$ cat config.mk
export PLATFORM = sky130hd
export DESIGN_NAME = source_text_tokenizer
export DESIGN_NICKNAME = d
export VERILOG_FILES = /design/src/hw/rtl/stt_pkg.sv /design/src/hw/rtl/stt_step.sv /design/src/hw/rtl/source_text_tokenizer.sv
export SDC_FILE = /design/constraint.sdc
export NUM_CORES = 1
export LEC_CHECK = 0
export BUFFER_PORTS_ARGS = -buffer_cell sky130_fd_sc_hd__clkbuf_2
export CORE_MARGIN = 1.5
export CORE_UTILIZATION = 60
export DETAILED_ROUTE_END_ITERATION = 16
export PLACE_DENSITY = 0.78
export SLEW_MARGIN = 10
export SYNTH_ARGS = -nofsm -noshare
export SYNTH_HDL_FRONTEND = slang
export SYNTH_HIERARCHICAL = 1
export SYNTH_SLANG_ARGS = --single-unit
$ cat constraint.sdc
create_clock -name clock -period 15.95 [get_ports clock]
set_input_delay 2.3925 -clock clock [delete_from_list [all_inputs] [get_ports clock]]
set_output_delay 2.3925 -clock clock [all_outputs]
set_load 0.1 [all_outputs]
$ cat src/hw/rtl/stt_pkg.sv
// Shared types, codes and character classes for the source text tokenizer.
package stt_pkg;

   // Lexer modes
   localparam logic [2:0] MODE_IDLE  = 3'd0;
   localparam logic [2:0] MODE_STR   = 3'd1;
   localparam logic [2:0] MODE_ESC   = 3'd2;
   localparam logic [2:0] MODE_NUM   = 3'd3;
   localparam logic [2:0] MODE_IDENT = 3'd4;

   // Token kinds
   localparam logic [2:0] KIND_SYM   = 3'd0;
   localparam logic [2:0] KIND_STR   = 3'd1;
   localparam logic [2:0] KIND_NUM   = 3'd2;
   localparam logic [2:0] KIND_IDENT = 3'd3;
   localparam logic [2:0] KIND_EOF   = 3'd4;
   localparam logic [2:0] KIND_ERR   = 3'd5;

   // Characters
   localparam logic [7:0] CH_QUOTE  = 8'h22;
   localparam logic [7:0] CH_BSLASH = 8'h5C;
   localparam logic [7:0] CH_LF     = 8'h0A;
   localparam logic [7:0] CH_TAB    = 8'h09;
   localparam logic [7:0] CH_CR     = 8'h0D;
   localparam logic [7:0] CH_LOW_N  = 8'h6E;
   localparam logic [7:0] CH_LOW_T  = 8'h74;
   localparam logic [7:0] CH_LOW_R  = 8'h72;

   localparam logic [15:0] COUNT_MAX = 16'hFFFF;

   typedef struct packed {
      logic [7:0] in_byte;
      logic       end_of_input;
   } req_type;

   typedef struct packed {
      logic [2:0]  token_kind;
      logic [7:0]  out_byte;
      logic        has_byte;
      logic        token_begin;
      logic        token_close;
      logic [15:0] line_number;
      logic [15:0] column_number;
      logic        last_of_run;
   } rsp_type;

   typedef struct packed {
      logic [2:0]  mode;
      logic [15:0] line;
      logic [15:0] column;
      logic        finished;
   } stt_state_type;

   function automatic logic is_space(input logic [7:0] b);
      return b inside {8'h20, CH_TAB, CH_LF, CH_CR};
   endfunction

   function automatic logic is_digit(input logic [7:0] b);
      return (b >= 8'h30) && (b <= 8'h39);
   endfunction

   function automatic logic is_separator(input logic [7:0] b);
      return b inside {8'h20, CH_TAB, CH_LF, CH_CR,
                       8'h28, 8'h29, 8'h7B, 8'h7D, 8'h5B, 8'h5D,
                       8'h2C, 8'h3B, 8'h2E, 8'h2D, 8'h3D, 8'h2B,
                       8'h2A, 8'h2F, 8'h25, 8'h26, 8'h5E, 8'h7C,
                       8'h21, 8'h3C, 8'h3E, 8'h3F, 8'h3A, CH_QUOTE,
                       8'h27, 8'h60, CH_BSLASH, 8'h7E, 8'h23, 8'h24,
                       8'h40};
   endfunction

endpackage

$ cat src/hw/rtl/stt_step.sv
// One tokenizer step: next lexer state and up to two result items.
module stt_step #(
   parameter int MAX_NUMBER_DIGITS = 255,
   parameter int DIGIT_W           = 8
) (
   input  stt_pkg::req_type       req,
   input  stt_pkg::stt_state_type state_cur,
   input  logic [DIGIT_W-1:0]     digit_cur,
   output stt_pkg::stt_state_type state_nxt,
   output logic [DIGIT_W-1:0]     digit_nxt,
   output stt_pkg::rsp_type       item0,
   output stt_pkg::rsp_type       item1,
   output logic [1:0]             item_count
);
   import stt_pkg::*;

   logic [7:0] b;
   logic       col_inc;
   logic       new_line;
   rsp_type    base;

   // Result of handling the byte from idle
   logic       i_emit;
   rsp_type    i_item;
   logic [2:0] i_mode;
   logic       i_digit_one;
   logic       i_col;
   logic       i_nl;

   logic [7:0] esc_byte;

   assign b = req.in_byte;

   always_comb begin
      base               = '0;
      base.line_number   = state_cur.line;
      base.column_number = state_cur.column;
   end

   always_comb begin
      i_emit      = 1'b1;
      i_item      = base;
      i_mode      = MODE_IDLE;
      i_digit_one = 1'b0;
      i_col       = 1'b1;
      i_nl        = 1'b0;
      if (is_space(b)) begin
         i_emit = 1'b0;
         if (b == CH_LF) begin
            i_nl  = 1'b1;
            i_col = 1'b0;
         end
      end else if (b == CH_QUOTE) begin
         i_item.token_kind  = KIND_STR;
         i_item.token_begin = 1'b1;
         i_mode             = MODE_STR;
      end else if (is_separator(b)) begin
         i_item.token_kind  = KIND_SYM;
         i_item.out_byte    = b;
         i_item.has_byte    = 1'b1;
         i_item.token_begin = 1'b1;
         i_item.token_close = 1'b1;
      end else if (is_digit(b)) begin
         i_item.token_kind  = KIND_NUM;
         i_item.out_byte    = b;
         i_item.has_byte    = 1'b1;
         i_item.token_begin = 1'b1;
         i_mode             = MODE_NUM;
         i_digit_one        = 1'b1;
      end else begin
         i_item.token_kind  = KIND_IDENT;
         i_item.out_byte    = b;
         i_item.has_byte    = 1'b1;
         i_item.token_begin = 1'b1;
         i_mode             = MODE_IDENT;
      end
   end

   always_comb begin
      case (b)
         CH_LOW_N: esc_byte = CH_LF;
         CH_LOW_T: esc_byte = CH_TAB;
         CH_LOW_R: esc_byte = CH_CR;
         default:  esc_byte = b;
      endcase
   end

   always_comb begin
      item0              = base;
      item1              = base;
      item_count         = 2'd0;
      state_nxt          = state_cur;
      digit_nxt          = digit_cur;
      col_inc            = 1'b0;
      new_line           = 1'b0;
      if (state_cur.finished) begin
         item0.token_kind = KIND_EOF;
         item_count       = 2'd1;
      end else if (req.end_of_input) begin
         item1.token_kind   = KIND_EOF;
         item_count         = 2'd2;
         case (state_cur.mode)
            MODE_STR: begin
               item0.token_kind  = KIND_STR;
               item0.token_close = 1'b1;
            end
            MODE_ESC: item0.token_kind = KIND_ERR;
            MODE_NUM: begin
               item0.token_kind  = KIND_NUM;
               item0.token_close = 1'b1;
            end
            MODE_IDENT: begin
               item0.token_kind  = KIND_IDENT;
               item0.token_close = 1'b1;
            end
            default: begin
               item0.token_kind = KIND_EOF;
               item_count       = 2'd1;
            end
         endcase
         state_nxt.mode     = MODE_IDLE;
         state_nxt.finished = 1'b1;
         digit_nxt          = '0;
      end else begin
         case (state_cur.mode)
            MODE_STR: begin
               item0.token_kind = KIND_STR;
               if (b == CH_QUOTE) begin
                  item0.token_close = 1'b1;
                  item_count        = 2'd1;
                  state_nxt.mode    = MODE_IDLE;
                  col_inc           = 1'b1;
               end else if (b == CH_BSLASH) begin
                  state_nxt.mode = MODE_ESC;
                  col_inc        = 1'b1;
               end else if (b == CH_LF) begin
                  new_line = 1'b1;
               end else begin
                  item0.out_byte = b;
                  item0.has_byte = 1'b1;
                  item_count     = 2'd1;
                  col_inc        = 1'b1;
               end
            end
            MODE_ESC: begin
               item0.token_kind = KIND_STR;
               item0.out_byte   = esc_byte;
               item0.has_byte   = 1'b1;
               item_count       = 2'd1;
               state_nxt.mode   = MODE_STR;
               col_inc          = 1'b1;
            end
            MODE_NUM: begin
               item0.token_kind = KIND_NUM;
               if (is_digit(b) && (digit_cur < DIGIT_W'(MAX_NUMBER_DIGITS))) begin
                  item0.out_byte = b;
                  item0.has_byte = 1'b1;
                  item_count     = 2'd1;
                  digit_nxt      = digit_cur + DIGIT_W'(1);
                  col_inc        = 1'b1;
               end else begin
                  // close the number, then treat the byte as if idle
                  item0.token_close = 1'b1;
                  item1             = i_item;
                  item_count        = i_emit ? 2'd2 : 2'd1;
                  state_nxt.mode    = i_mode;
                  digit_nxt         = i_digit_one ? DIGIT_W'(1) : '0;
                  col_inc           = i_col;
                  new_line          = i_nl;
               end
            end
            MODE_IDENT: begin
               item0.token_kind = KIND_IDENT;
               if (!is_separator(b)) begin
                  item0.out_byte = b;
                  item0.has_byte = 1'b1;
                  item_count     = 2'd1;
                  col_inc        = 1'b1;
               end else begin
                  item0.token_close = 1'b1;
                  item1             = i_item;
                  item_count        = i_emit ? 2'd2 : 2'd1;
                  state_nxt.mode    = i_mode;
                  digit_nxt         = i_digit_one ? DIGIT_W'(1) : digit_cur;
                  col_inc           = i_col;
                  new_line          = i_nl;
               end
            end
            default: begin
               item0          = i_item;
               item_count     = i_emit ? 2'd1 : 2'd0;
               state_nxt.mode = i_mode;
               digit_nxt      = i_digit_one ? DIGIT_W'(1) : digit_cur;
               col_inc        = i_col;
               new_line       = i_nl;
            end
         endcase
      end

      if (item_count == 2'd1) begin
         item0.last_of_run = 1'b1;
      end
      if (item_count == 2'd2) begin
         item1.last_of_run = 1'b1;
      end

      if (new_line) begin
         if (state_cur.line != COUNT_MAX) begin
            state_nxt.line = state_cur.line + 16'd1;
         end
         state_nxt.column = '0;
      end else if (col_inc && (state_cur.column != COUNT_MAX)) begin
         state_nxt.column = state_cur.column + 16'd1;
      end
   end

endmodule

$ cat src/hw/rtl/source_text_tokenizer.sv
// Source text tokenizer: one source byte per request, token characters out.
// Each accepted request is held in the input stage, lexed from there, and its results
//   are written to the result queue, from which they can be taken.
// Throughput: one request per cycle while each yields at most one result and results
//   are taken; the single-item result port sets the rate when a request yields two results.
// Reset (synchronous, active high): lexer idle, counts and digit count zero,
//   end-of-input flag clear, input stage and result queue empty.
module source_text_tokenizer #(
   parameter int MAX_NUMBER_DIGITS = 255
) (
   input  logic             clock,
   input  logic             reset,
   input  logic             req_valid,
   output logic             req_ready,
   input  stt_pkg::req_type req_data,
   output logic             rsp_valid,
   input  logic             rsp_ready,
   output stt_pkg::rsp_type rsp_data
);
   import stt_pkg::*;

   localparam int DIGIT_W = $clog2(MAX_NUMBER_DIGITS + 1);
   // Result queue: 4 entries, room for two results per lexed request
   localparam int QUEUE_DEPTH = 4;
   localparam int PTR_W       = 2;

   // Input stage
   logic    in_valid_ff, in_valid_in;
   req_type in_data_ff;
   logic    req_accept;
   logic    fire;

   // Lexer state
   stt_state_type      state_ff, state_in;
   logic [DIGIT_W-1:0] digit_ff, digit_in;

   // Step outputs
   rsp_type    item0, item1;
   logic [1:0] item_count;
   logic [1:0] push_count;

   // Result queue
   rsp_type          queue_ff [QUEUE_DEPTH];
   logic [PTR_W-1:0] wr_ptr_ff, wr_ptr_in;
   logic [PTR_W-1:0] rd_ptr_ff, rd_ptr_in;
   logic [PTR_W:0]   count_ff, count_in;
   logic             pop;

   // A request is lexed once the queue can take two results
   assign fire       = in_valid_ff && (count_ff <= (PTR_W + 1)'(QUEUE_DEPTH - 2));
   assign req_ready  = !in_valid_ff || fire;
   assign req_accept = req_valid && req_ready;
   assign in_valid_in = req_accept ? 1'b1 : (fire ? 1'b0 : in_valid_ff);

   stt_step #(
      .MAX_NUMBER_DIGITS (MAX_NUMBER_DIGITS),
      .DIGIT_W           (DIGIT_W)
   ) u_step (
      .req        (in_data_ff),
      .state_cur  (state_ff),
      .digit_cur  (digit_ff),
      .state_nxt  (state_in),
      .digit_nxt  (digit_in),
      .item0      (item0),
      .item1      (item1),
      .item_count (item_count)
   );

   assign push_count = fire ? item_count : 2'd0;
   assign rsp_valid  = (count_ff != '0);
   assign rsp_data   = queue_ff[rd_ptr_ff];
   assign pop        = rsp_valid && rsp_ready;

   assign wr_ptr_in = wr_ptr_ff + PTR_W'(push_count);
   assign rd_ptr_in = rd_ptr_ff + PTR_W'(pop);
   assign count_in  = count_ff + (PTR_W + 1)'(push_count) - (PTR_W + 1)'(pop);

   always_ff @(posedge clock) begin
      if (reset) begin
         in_valid_ff <= 1'b0;
         state_ff    <= '{mode: MODE_IDLE, line: '0, column: '0, finished: 1'b0};
         digit_ff    <= '0;
         wr_ptr_ff   <= '0;
         rd_ptr_ff   <= '0;
         count_ff    <= '0;
      end else begin
         in_valid_ff <= in_valid_in;
         if (fire) begin
            state_ff <= state_in;
            digit_ff <= digit_in;
         end
         wr_ptr_ff <= wr_ptr_in;
         rd_ptr_ff <= rd_ptr_in;
         count_ff  <= count_in;
      end
   end

   // Payload registers, no reset
   always_ff @(posedge clock) begin
      if (req_accept) begin
         in_data_ff <= req_data;
      end
      if (push_count != 2'd0) begin
         queue_ff[wr_ptr_ff] <= item0;
      end
      if (push_count == 2'd2) begin
         queue_ff[wr_ptr_ff + PTR_W'(1)] <= item1;
      end
   end

   // Queue occupancy never goes beyond its depth
   assert property (@(posedge clock) disable iff (reset)
      count_ff <= (PTR_W + 1)'(QUEUE_DEPTH))
      else $error("result queue overflow");

   // Pointer distance agrees with the occupancy count
   assert property (@(posedge clock) disable iff (reset)
      (count_ff == (PTR_W + 1)'(QUEUE_DEPTH)) ||
      ((wr_ptr_ff - rd_ptr_ff) == count_ff[PTR_W-1:0]))
      else $error("queue pointers and count disagree");

   // Once end of input is seen, the lexer stays finished
   assert property (@(posedge clock) disable iff (reset)
      state_ff.finished |=> state_ff.finished)
      else $error("finished flag dropped");

   // After end of input each request gives exactly one eof result
   assert property (@(posedge clock) disable iff (reset)
      (fire && state_ff.finished) |->
      (item_count == 2'd1) && (item0.token_kind == KIND_EOF) && item0.last_of_run)
      else $error("request after end of input did not give a single eof");

endmodule

# --- Word level (Yosys, flattened, before mapping) ---
# Memories as Yosys holds them, arrays and structs flattened. A register that Yosys moved wholly into a read port is not among the register bits.
# Cells that the tools add are included.
# Widths: inputs -> output; s select.
op_classes:
  reduce_logical: 21
  n_eq_ne: 51
  magnitude_cmp: 4
  n_addsub: 8
  n_bitwise: 1
  n_mux: 95
op_table:
  columns: ["op", "count"]
  rows:
  - ["$eq 8x6->1 const B", 22]
  - ["$mux 47", 3]
  - ["$eq 8x7->1 const B", 13]
  - ["$pmux 47 s2", 1]
  - ["$mux 44", 2]
  - ["$mux 9", 6]
  - ["$pmux 12 s4", 1]
  - ["$pmux 8 s3", 2]
  - ["$mux 1", 41]
  - ["$mux 3", 13]
  - ["$reduce_bool 35->1", 1]
  - ["$add 16x1->16 const B", 2]
  - ["$mux 16", 2]
  - ["$mux 8", 4]
  - ["$ne 16x16->1 const B", 2]
  - ["$eq 8x4->1 const B", 3]
  - ["$pmux 3 s4", 2]
  - ["$mux 2", 10]
  - ["$mux 14", 1]
  - ["$mux 13", 1]
  - ["$pmux 1 s4", 3]
  - ["$mux 11", 1]
  - ["$mux 10", 1]
  - ["$add 8x1->8 const B", 1]
  - ["other kinds (33)", 42]
word_totals:
  regBits: 61
  n_memories: 1
  wordCells: 192
  mem_bits_rw: 188
  input_bits: 13
memory_table:
  columns: ["memory", "words", "width", "read_ports", "rd_clocked_by_memory_dff", "wr", "line_no", "rtl"]
  rows:
  - ["queue_ff", 4, 47, 1, 1, 2, "source_text_tokenizer.sv:43", "rsp_type queue_ff [QUEUE_DEPTH];"]

# --- Longest topological paths before layout ---
# Gate-level depths: netlist of the first run.
logic_depth:
  word_depth: 11
  ltp_mapped: 14

# --- Cells and area by module ---
# The synthesis of the first run kept the hierarchy.
modules_own_cells:
  columns: ["module", "seq_area_each_um2", "area_each_um2", "cells_each", "n_inst"]
  rows:
  - ["source_text_tokenizer", 6956.7, 11708.7, 729, 1]
  - ["stt_step", 0.0, 2782.7, 457, 1]

# --- Least setup slack after synthesis of the first run ---
# No wires, ideal clock.
synth_path:
  path_type: "register -> register"
  startpoint: "register in_data_ff[6] in the netlist's numbering"
  endpoint: "memory queue_ff[0][0] in the netlist's numbering (enable)"
  period_less_slack_ns: 6.226
  required_time_ns: 15.440
  path_buffers: 1
  slack_ns: 9.724
  setup_ns: 0.510
  path_stages_with_launch: 11
  arrival_time_ns: 5.716
  cell_sequence: "edfxtp_1 > or4b_1 > a211oi_1 > or2_2 > clkbuf_1 > o211ai_1 > a221oi_1 > a22oi_1 > and3b_1 > nor2_1 > nor3_1"
synth_rtl:
  columns: ["item", "line_no", "rtl"]
  rows:
  - ["from (decl)", "source_text_tokenizer.sv:29", "req_type in_data_ff;"]
  - ["from (signal assigned)", "source_text_tokenizer.sv:101", "in_data_ff <= req_data;"]
  - ["to (decl)", "source_text_tokenizer.sv:43", null]

==> impl_metrics.py, run 1 <==
metrics = {
    "floorplan": {
        "start_util": 0.6137,
        "io_pins": 62,
        "die_area_sq_mm": 0.02509,
        "chipWidth_um": 158.4,
        "rows": 56,
        "die_h_um": 158.4,
        "core_sq_mm": 0.02361,
    },
    "clocking": {
        "root_buffer": "clkbuf_16",
        "postCtsResizedCells": 0,
        "cts_hold_buf": 0,
        "clk_path_buf_depth": 3,
        "cts_tree": "done",
        "clock_sinks": 249,
        "clkLatencyLatePin_ns": 0.54,
        "clk_pin_slew_ns": 0.06,
        "cts_setup_buffers": 0,
        "cts_made_buffers": 26,
        "htree_levels": 1,
    },
    "drt": {
        "finalWirelength_um": 31320,
        "drtPass1Iterations": 5,
        "vias": 9452,
        "drt_iter0_drc": 766,
        "drc": 0,
        "wl_per_cell_um": 21.05,
        "avgViaCountPerCell": 6.352,
        "antenna_left": 0,
    },
    "sta": {
        "max_freq_ghz": 0.1953,
        "tightest_slew_ns": 1.216,
        "slew-limit-headroom": 0.1896,
        "hold_violations": 0,
        "rsz0062_at_grt": "no",
        "clock_skew_ns": 0.02140,
        "period_needed_ns": 5.119,
        "drv_slew": 0,
        "setup_viol": 0,
        "setup_tns_ns": 0,
        "fin_ws_ns": 10.83,
        "min_period_over_period": 0.3210,
    },
    "yosys": {
        "ys_seq_area_frac": 0.4801,
        "syn_nets": 1208,
        "syn_avg_cell_area_sq_um": 12.22,
        "synth_edf_count": 197,
        "syn_inst": 1186,
        "synth_area_sq_mm": 0.01449,
        "synth_cell_type_count": 70,
        "ys.flop_type": "edfxtp_1",
        "ys_warn_count": 6,
        "async_flop_share": 0,
        "ys_ff_latch": 249,
    },
    "placed_design": {
        "place_congestion": 0.9748,
        "port_buffers": 61,
        "hpwl_um": 19090,
        "preCtsSetupSlack_ns": 11.21,
        "dpl-instance-area_sq_mm": 0.01447,
    },
    "critical_path": {
        "required_ns": 13.56,
        "reg2reg_setup_slack_ns": 11.11,
        "critPathMaxStageDelay_ns": 0.66,
        "slowest_stage": "buf_4",
        "cp-start-kind": "register",
        "critPathKind": "reg2out",
        "r2r-end": "queue_ff[2][36]",
        "crit_path_end_kind": "output port",
        "worst-path-max-fanout": 39,
        "setup.worst_path.start": "rd_ptr_ff[0]",
        "rr_worst_depth": 10,
        "r2r_start": "in_data_ff[3]",
        "cp_data_arrival_time_ns": 2.73,
        "crit_path_cell_trace": "buf_4 -> mux4_2 -> clkbuf_2",
    },
    "global_route": {
        "grt_pass1_vias": 9071,
        "use_met3": 0.03538,
        "grtUsageMet2": 0.4144,
        "busiest_layer": "met2",
        "grt_first_pass_wirelength_um": 50030,
        "antenna_found_initial": 0,
        "grt_max_degree": 55,
        "use_met1": 0.3652,
        "grt_overflow_total": 0,
        "grt_use_total": 0.2563,
    },
    "power_and_ir_drop": {
        "p_leak_nw": 5.506,
        "fin_total_pwr_mw": 2.125,
        "ir_drop_mv": 0.1069,
        "powerDensity_mw_per_mm2": 138.8,
    },
    "job": {
        "maxCapViolCount": 0,
    },
    "run_status": {
        "outcome": "finished, final reports clean",
    },
    "finish": {
        "final_common_cell": "edfxtp_1",
        "design_area_sq_mm": 0.01531,
        "areaGrowthSynthToFinish_pct": 5.621,
        "nets": 1171,
        "layout-drive-gt1-share": 0.2994,
        "fillers": 1787,
        "final_cell_mix": "197 x edfxtp_1, 102 x mux2_2, 83 x a21oi_1",
        "n_antenna_cell": 0,
    },
    "hold_path": {
        "hold_class": "reg2reg",
        "hold_start": "digit_ff[1]",
        "min_to": "digit_ff[1]",
        "hold_depth": 2,
    },
}
## sequential cells by signal, summed over array words and instances (netlist names)
name / cells
in_data_ff: 9
count_ff: 3
in_valid_ff: 1
wr_ptr_ff: 2
queue_ff: 188
state_ff: 36
rd_ptr_ff: 2
digit_ff: 8
## how the worst max path moves through the flow
stage                     cells after the start         endpoint
after floorplan                              10   queue_ff[0][0]
after global placement                       10  queue_ff[2][42]
after detailed placement                     10  queue_ff[2][36]
after CTS                                     3     rsp_data[46]
after global routing                          3     rsp_data[22]
final                                         3     rsp_data[46]
## stage by stage
step | utilization | hold slack, ns | cells
floorplan | - | 0.4741 | 1186
global placement | 0.6128 | 0.5072 | 1440
detailed placement | 0.6128 | 0.5202 | 1440
CTS | 0.6482 | 0.5283 | 1488
global route | 0.6482 | 0.5595 | 1488
finish | 0.6482 | 0.5239 | 1488
## synth_stat cells (3+ instances only)
| cell type | number | area [sq um] |
|---|---|---|
| nor2_1 | 42 | 157.7 |
| and3_1 | 10 | 62.56 |
| nor3b_1 | 13 | 97.59 |
| and2_1 | 9 | 56.30 |
| o211ai_1 | 4 | 30.03 |
| and4_1 | 5 | 43.79 |
| nor3_1 | 19 | 95.09 |
| nand3_1 | 73 | 365.4 |
| or2_2 | 3 | 18.77 |
| dfxtp_1 | 52 | 1041 |
| mux2i_1 | 7 | 70.07 |
| mux2_4 | 60 | 900.9 |
| or3_1 | 11 | 68.82 |
| or4_1 | 4 | 30.03 |
| o21ai_0 | 78 | 390.4 |
| edfxtp_1 | 197 | 5916 |
| a211oi_1 | 7 | 52.55 |
| a31oi_1 | 4 | 25.02 |
| mux2_2 | 102 | 1149 |
| buf_6 | 14 | 157.7 |
| mux2_1 | 30 | 337.8 |
| a22oi_1 | 3 | 22.52 |
| nor4_1 | 7 | 43.79 |
| a21oi_1 | 84 | 420.4 |
| xor2_1 | 6 | 52.55 |
| ha_1 | 8 | 100.1 |
| buf_4 | 66 | 495.5 |
| nand2b_1 | 10 | 62.56 |
| clkbuf_1 | 48 | 180.2 |
| nand4_1 | 17 | 106.4 |
| mux4_2 | 47 | 1059 |
| xnor2_1 | 11 | 96.34 |
| nor2b_1 | 10 | 62.56 |
| nand2_1 | 51 | 191.4 |
| buf_2 | 15 | 75.07 |
| inv_1 | 15 | 56.30 |
## power by group
group	switching, mW	internal [mW]	leakage [nW]
sequential	0.0343	0.744	2.25
combinational	0.577	0.175	2.84
clock	0.247	0.348	0.413
## cell type report
| cell class | count | area, sq um | share of cell area |
|---|---|---|---|
| clock inverters | 10 | 110.1 | 0.007194 |
| repair buffers | 80 | 447.9 | 0.02927 |
| flip-flops and latches | 249 | 6962 | 0.4548 |
| multi-input cells | 777 | 6605 | 0.4315 |
| inverters | 15 | 56.30 | 0.003679 |
| clock buffers | 38 | 725.7 | 0.04741 |
| well taps | 319 | 399.1 | 0.02608 |
## kinds of logic (layout without fill, tap and decap cells)
logic type      Yosys count  in the layout  synth area share
flops                   249            249            0.4801
xor+xnor                 17             17           0.01027
simple gates            297            297            0.1107
mux                     246            246            0.2426
buf+inv                 160            143           0.06709
fa+ha+maj                 9              9          0.008289
compound gates          208            208           0.08099
## routing by layer
metal	vias up	wire, um	share of wire
met3	41	2051	0.065
li1	4424	-	-
met1	4613	13900	0.44
met5	-	0	0
met2	374	14790	0.47
met4	0	582	0.019
## critical path: cells and delay by family, from the launching register on
family	cells	cell delay (ns)
flops	1	0.46
buf+inv	2	1.05
mux	1	0.63
Power figures use the tool's default switching activity.
==> run 2, diff against run 1 <==
--- a/config.mk
+++ b/config.mk
@@ -5,11 +5,12 @@
 export SDC_FILE = /design/constraint.sdc
 export NUM_CORES = 1
 export LEC_CHECK = 0
+export ABC_AREA = 1
 export BUFFER_PORTS_ARGS = -buffer_cell sky130_fd_sc_hd__clkbuf_2
 export CORE_MARGIN = 1.5
-export CORE_UTILIZATION = 60
+export CORE_UTILIZATION = 57
 export DETAILED_ROUTE_END_ITERATION = 16
-export PLACE_DENSITY = 0.78
+export PLACE_DENSITY = 0.77
 export SLEW_MARGIN = 10
 export SYNTH_ARGS = -nofsm -noshare
 export SYNTH_HDL_FRONTEND = slang
==> constraint.sdc (replaced) <==
create_clock -name clock -period 4.2 [get_ports clock]
set_input_delay 0.63 -clock clock [delete_from_list [all_inputs] [get_ports clock]]
set_output_delay 0.63 -clock clock [all_outputs]
set_load 0.1 [all_outputs]
==> run 2 against run 1 <==
Non-clock buffer count up 17. Synthesized cell count up 71%. Combinational power grew to 6.6 times the previous value. Critical path depth increased by 2. Clock power grew to 4.2 times the previous value. Global-route usage is 3.6 points higher. Cell area up 9.9%. Cell count grew 57%. Worst setup slack lost 10 ns. Register-to-register slack got worse by 10 ns. Critical endpoint is now rsp_data[32]. Highest routed layer unchanged.
==> impl_metrics.py, run 2 <==
metrics = {
    "run_status": {
        "outcome": "finished, final reports clean",
    },
    "critical_path": {
        "r2r_start": "in_data_ff[2]",
        "setup.worst_path.start": "rd_ptr_ff[0]",
        "critPathMaxStageDelay_ns": 0.66,
        "worst-path-max-fanout": 29,
        "critPathKind": "reg2out",
        "path_buf_inv": 3,
        "crit_top_cell": "buf_4",
        "cp-endpoint": "rsp_data[32]",
        "r2r-end": "queue_ff[0][23]",
        "slowest_stage": "dfxtp_2",
        "crit_cells": 5,
        "rr_worst_depth": 15,
        "crit_family": "buffers and inverters",
        "cp_data_arrival_time_ns": 2.89,
        "required_ns": 3.57,
        "reg2reg_setup_slack_ns": 0.71,
        "crit_path_cell_trace": "buf_4 -> buf_4 -> o21ai_0 -> o22ai_1 -> clkbuf_2",
        "crit_path_end_kind": "output port",
        "cp-start-kind": "register",
    },
    "yosys": {
        "yosysMostFrequentCell": "nand2_1",
        "synth_fa_ha_area_frac": 0.007545,
        "synth-compound-area-share": 0.1878,
        "ys_warn_count": 6,
        "synth.area.mux_share": 0.0006287,
        "synth-simple-area-share": 0.2417,
        "yosysTopAreaCell": "edfxtp_1",
        "async_flop_share": 0,
        "synth_top_family_by_area": "simple AND/OR/NAND/NOR gates",
        "synth_area_leaders": "edfxtp_1 37%, o21bai_1 8.9%, nand2_1 7.9%",
        "synth_cell_type_count": 49,
        "synth_area_sq_mm": 0.01592,
        "synth_edf_count": 197,
        "synth_top_area_frac": 0.3716,
        "syn_nets": 2047,
        "ys_ff_latch": 249,
        "syn_inst": 2025,
        "synthTopCellsByCount": "335 x nand2_1, 268 x nor2_1, 246 x nand3_1",
        "ys_seq_area_frac": 0.4370,
        "synthXorXnorAreaFrac": 0.01760,
        "syn_avg_cell_area_sq_um": 7.862,
        "ys.flop_type": "edfxtp_1",
    },
    "drt": {
        "vias": 14050,
        "drtPass1Iterations": 6,
        "drc": 0,
        "wl_per_cell_um": 18.15,
        "drt_iter0_drc": 1647,
        "avgViaCountPerCell": 5.994,
        "finalWirelength_um": 42510,
        "antenna_left": 0,
    },
    "placed_design": {
        "place_congestion": 0.9297,
        "preCtsSetupSlack_ns": 0.7825,
        "dpl-instance-area_sq_mm": 0.01590,
        "hpwl_um": 26070,
        "port_buffers": 61,
    },
    "hold_path": {
        "hold_class": "in2reg",
    },
    "sta": {
        "period_needed_ns": 3.519,
        "rsz0062_at_grt": "no",
        "drv_slew": 0,
        "min_period_over_period": 0.8379,
        "tightest_slew_ns": 1.086,
        "max_freq_ghz": 0.2842,
        "setup_viol": 0,
        "clock_skew_ns": 0.02804,
        "fin_ws_ns": 0.6809,
        "hold_violations": 0,
        "slew-limit-headroom": 0.2754,
    },
    "global_route": {
        "grt_overflow_total": 0,
        "grt_pass1_vias": 13140,
        "antenna_found_initial": 0,
        "grt_first_pass_wirelength_um": 67630,
        "grt_max_degree": 189,
        "grt_use_total": 0.2919,
    },
    "finish": {
        "design_area_sq_mm": 0.01682,
        "largest_reg_flops": 188,
        "final_cell_mix": "333 x nand2_1, 266 x nor2_1, 246 x nand3_1",
        "largest-register": "queue_ff",
        "layout.core_utilization": 0.6188,
        "layout-drive-gt1-share": 0.08980,
        "final_common_cell": "nand2_1",
        "n_antenna_cell": 0,
        "nets": 1972,
        "largest_registers": "queue_ff: 188 flops, state_ff: 36 flops, in_data_ff: 9 flops",
        "areaGrowthSynthToFinish_pct": 5.635,
    },
    "clocking": {
        "clk_pin_slew_ns": 0.06,
        "clock_sinks": 249,
        "clk_path_buf_depth": 3,
        "root_buffer": "clkbuf_16",
        "cts_setup_buffers": 0,
        "cts_tree": "done",
        "cts_hold_buf": 0,
        "htree_levels": 1,
        "postCtsResizedCells": 0,
        "cts_made_buffers": 27,
        "clkLatencyLatePin_ns": 0.57,
    },
    "floorplan": {
        "core_sq_mm": 0.02718,
        "start_util": 0.5858,
        "die_area_sq_mm": 0.02894,
        "io_pins": 62,
        "chipWidth_um": 170.1,
        "rows": 60,
        "die_h_um": 170.1,
    },
    "power_and_ir_drop": {
        "fin_total_pwr_mw": 10.78,
        "ir_drop_mv": 0.4079,
        "p_leak_nw": 6.678,
        "powerDensity_mw_per_mm2": 641.2,
    },
    "job": {
        "maxCapViolCount": 0,
    },
}
run 2: changes by cell type in the layout (fill, tap and decap cells not counted), moves of 47 or more:
cell	change
a21oi_1	-50
inv_1	+123
mux2_2	-102
mux2_4	-60
mux4_2	-47
nand2_1	+282
nand3_1	+174
nor2_1	+226
o21ai_0	+103
o21bai_1	+189
o22ai_1	+47
run 2: worst min path at each step:
stage | endpoint | cells after the start | startpoint | slack (ns)
6_report | in_data_ff[1] | 1 | req_data[1] | 0.25
3_5_place_dp | digit_ff[5] | 2 | digit_ff[5] | 0.51
3_3_place_gp | count_ff[2] | 2 | count_ff[2] | 0.50
2_1_floorplan | count_ff[2] | 2 | count_ff[2] | 0.46
4_1_cts | in_data_ff[1] | 1 | req_data[1] | 0.24
5_1_grt | in_data_ff[7] | 1 | req_data[7] | 0.24
run 2: power by group:
group / switching [mW] / total (mW) / internal (mW)
sequential: 0.290 / 3.31 / 3.02
clock: 1.02 / 2.47 / 1.45
combinational: 4.00 / 5.00 / 1.01
run 2: cell families (layout without fill, tap and decap cells):
| family | Yosys count | in the layout |
|---|---|---|
| simple gates | 902 | 902 |
| compound gates | 482 | 482 |
| buf+inv | 350 | 296 |
| flops | 249 | 249 |
| xor+xnor | 32 | 32 |
| fa+ha+maj | 9 | 9 |
| mux | 1 | 1 |
run 2: metrics by stage:
stage	setup TNS [ns]	hold WS, ns	cells
2_1_floorplan	-38.40	0.4632	2025
3_3_place_gp	0	0.4952	2293
3_5_place_dp	0	0.5143	2293
4_1_cts	0	0.2404	2343
5_1_grt	0	0.2422	2343
6_report	0	0.2508	2343
run 2: cell type report:
type	count	area (sq um)
fillers	2356	10360
flip-flops and latches	249	6958
clock inverters	13	167.7
repair buffers	97	600.6
inverters	149	559.3
multi-input cells	1426	7313
well taps	372	465.4
clock buffers	37	753.2
run 2: worst reg2reg max path, cell delays in order, from the launching register on:
cell and delay [ns]:
edfxtp_1 0.60, nor2_2 0.09, nand2_1 0.16, nor2_1 0.11
inv_1 0.06, nand3_1 0.15, nor2_1 0.18, nand3_1 0.16
nand2_1 0.11, nor2_1 0.06, a21oi_1 0.25, inv_1 0.12
a21oi_1 0.38, nand2_1 0.16, o21ai_4 0.09, buf_4 0.43
run 2: layer usage:
metal | global-route usage | share of wire | vias to the layer above
li1 | - | - | 6693
met1 | 0.3899 | 0.41 | 6583
met2 | 0.4993 | 0.47 | 665
met3 | 0.03093 | 0.093 | 104
met4 | 0.09157 | 0.026 | 0
met5 | 0 | 0 | -
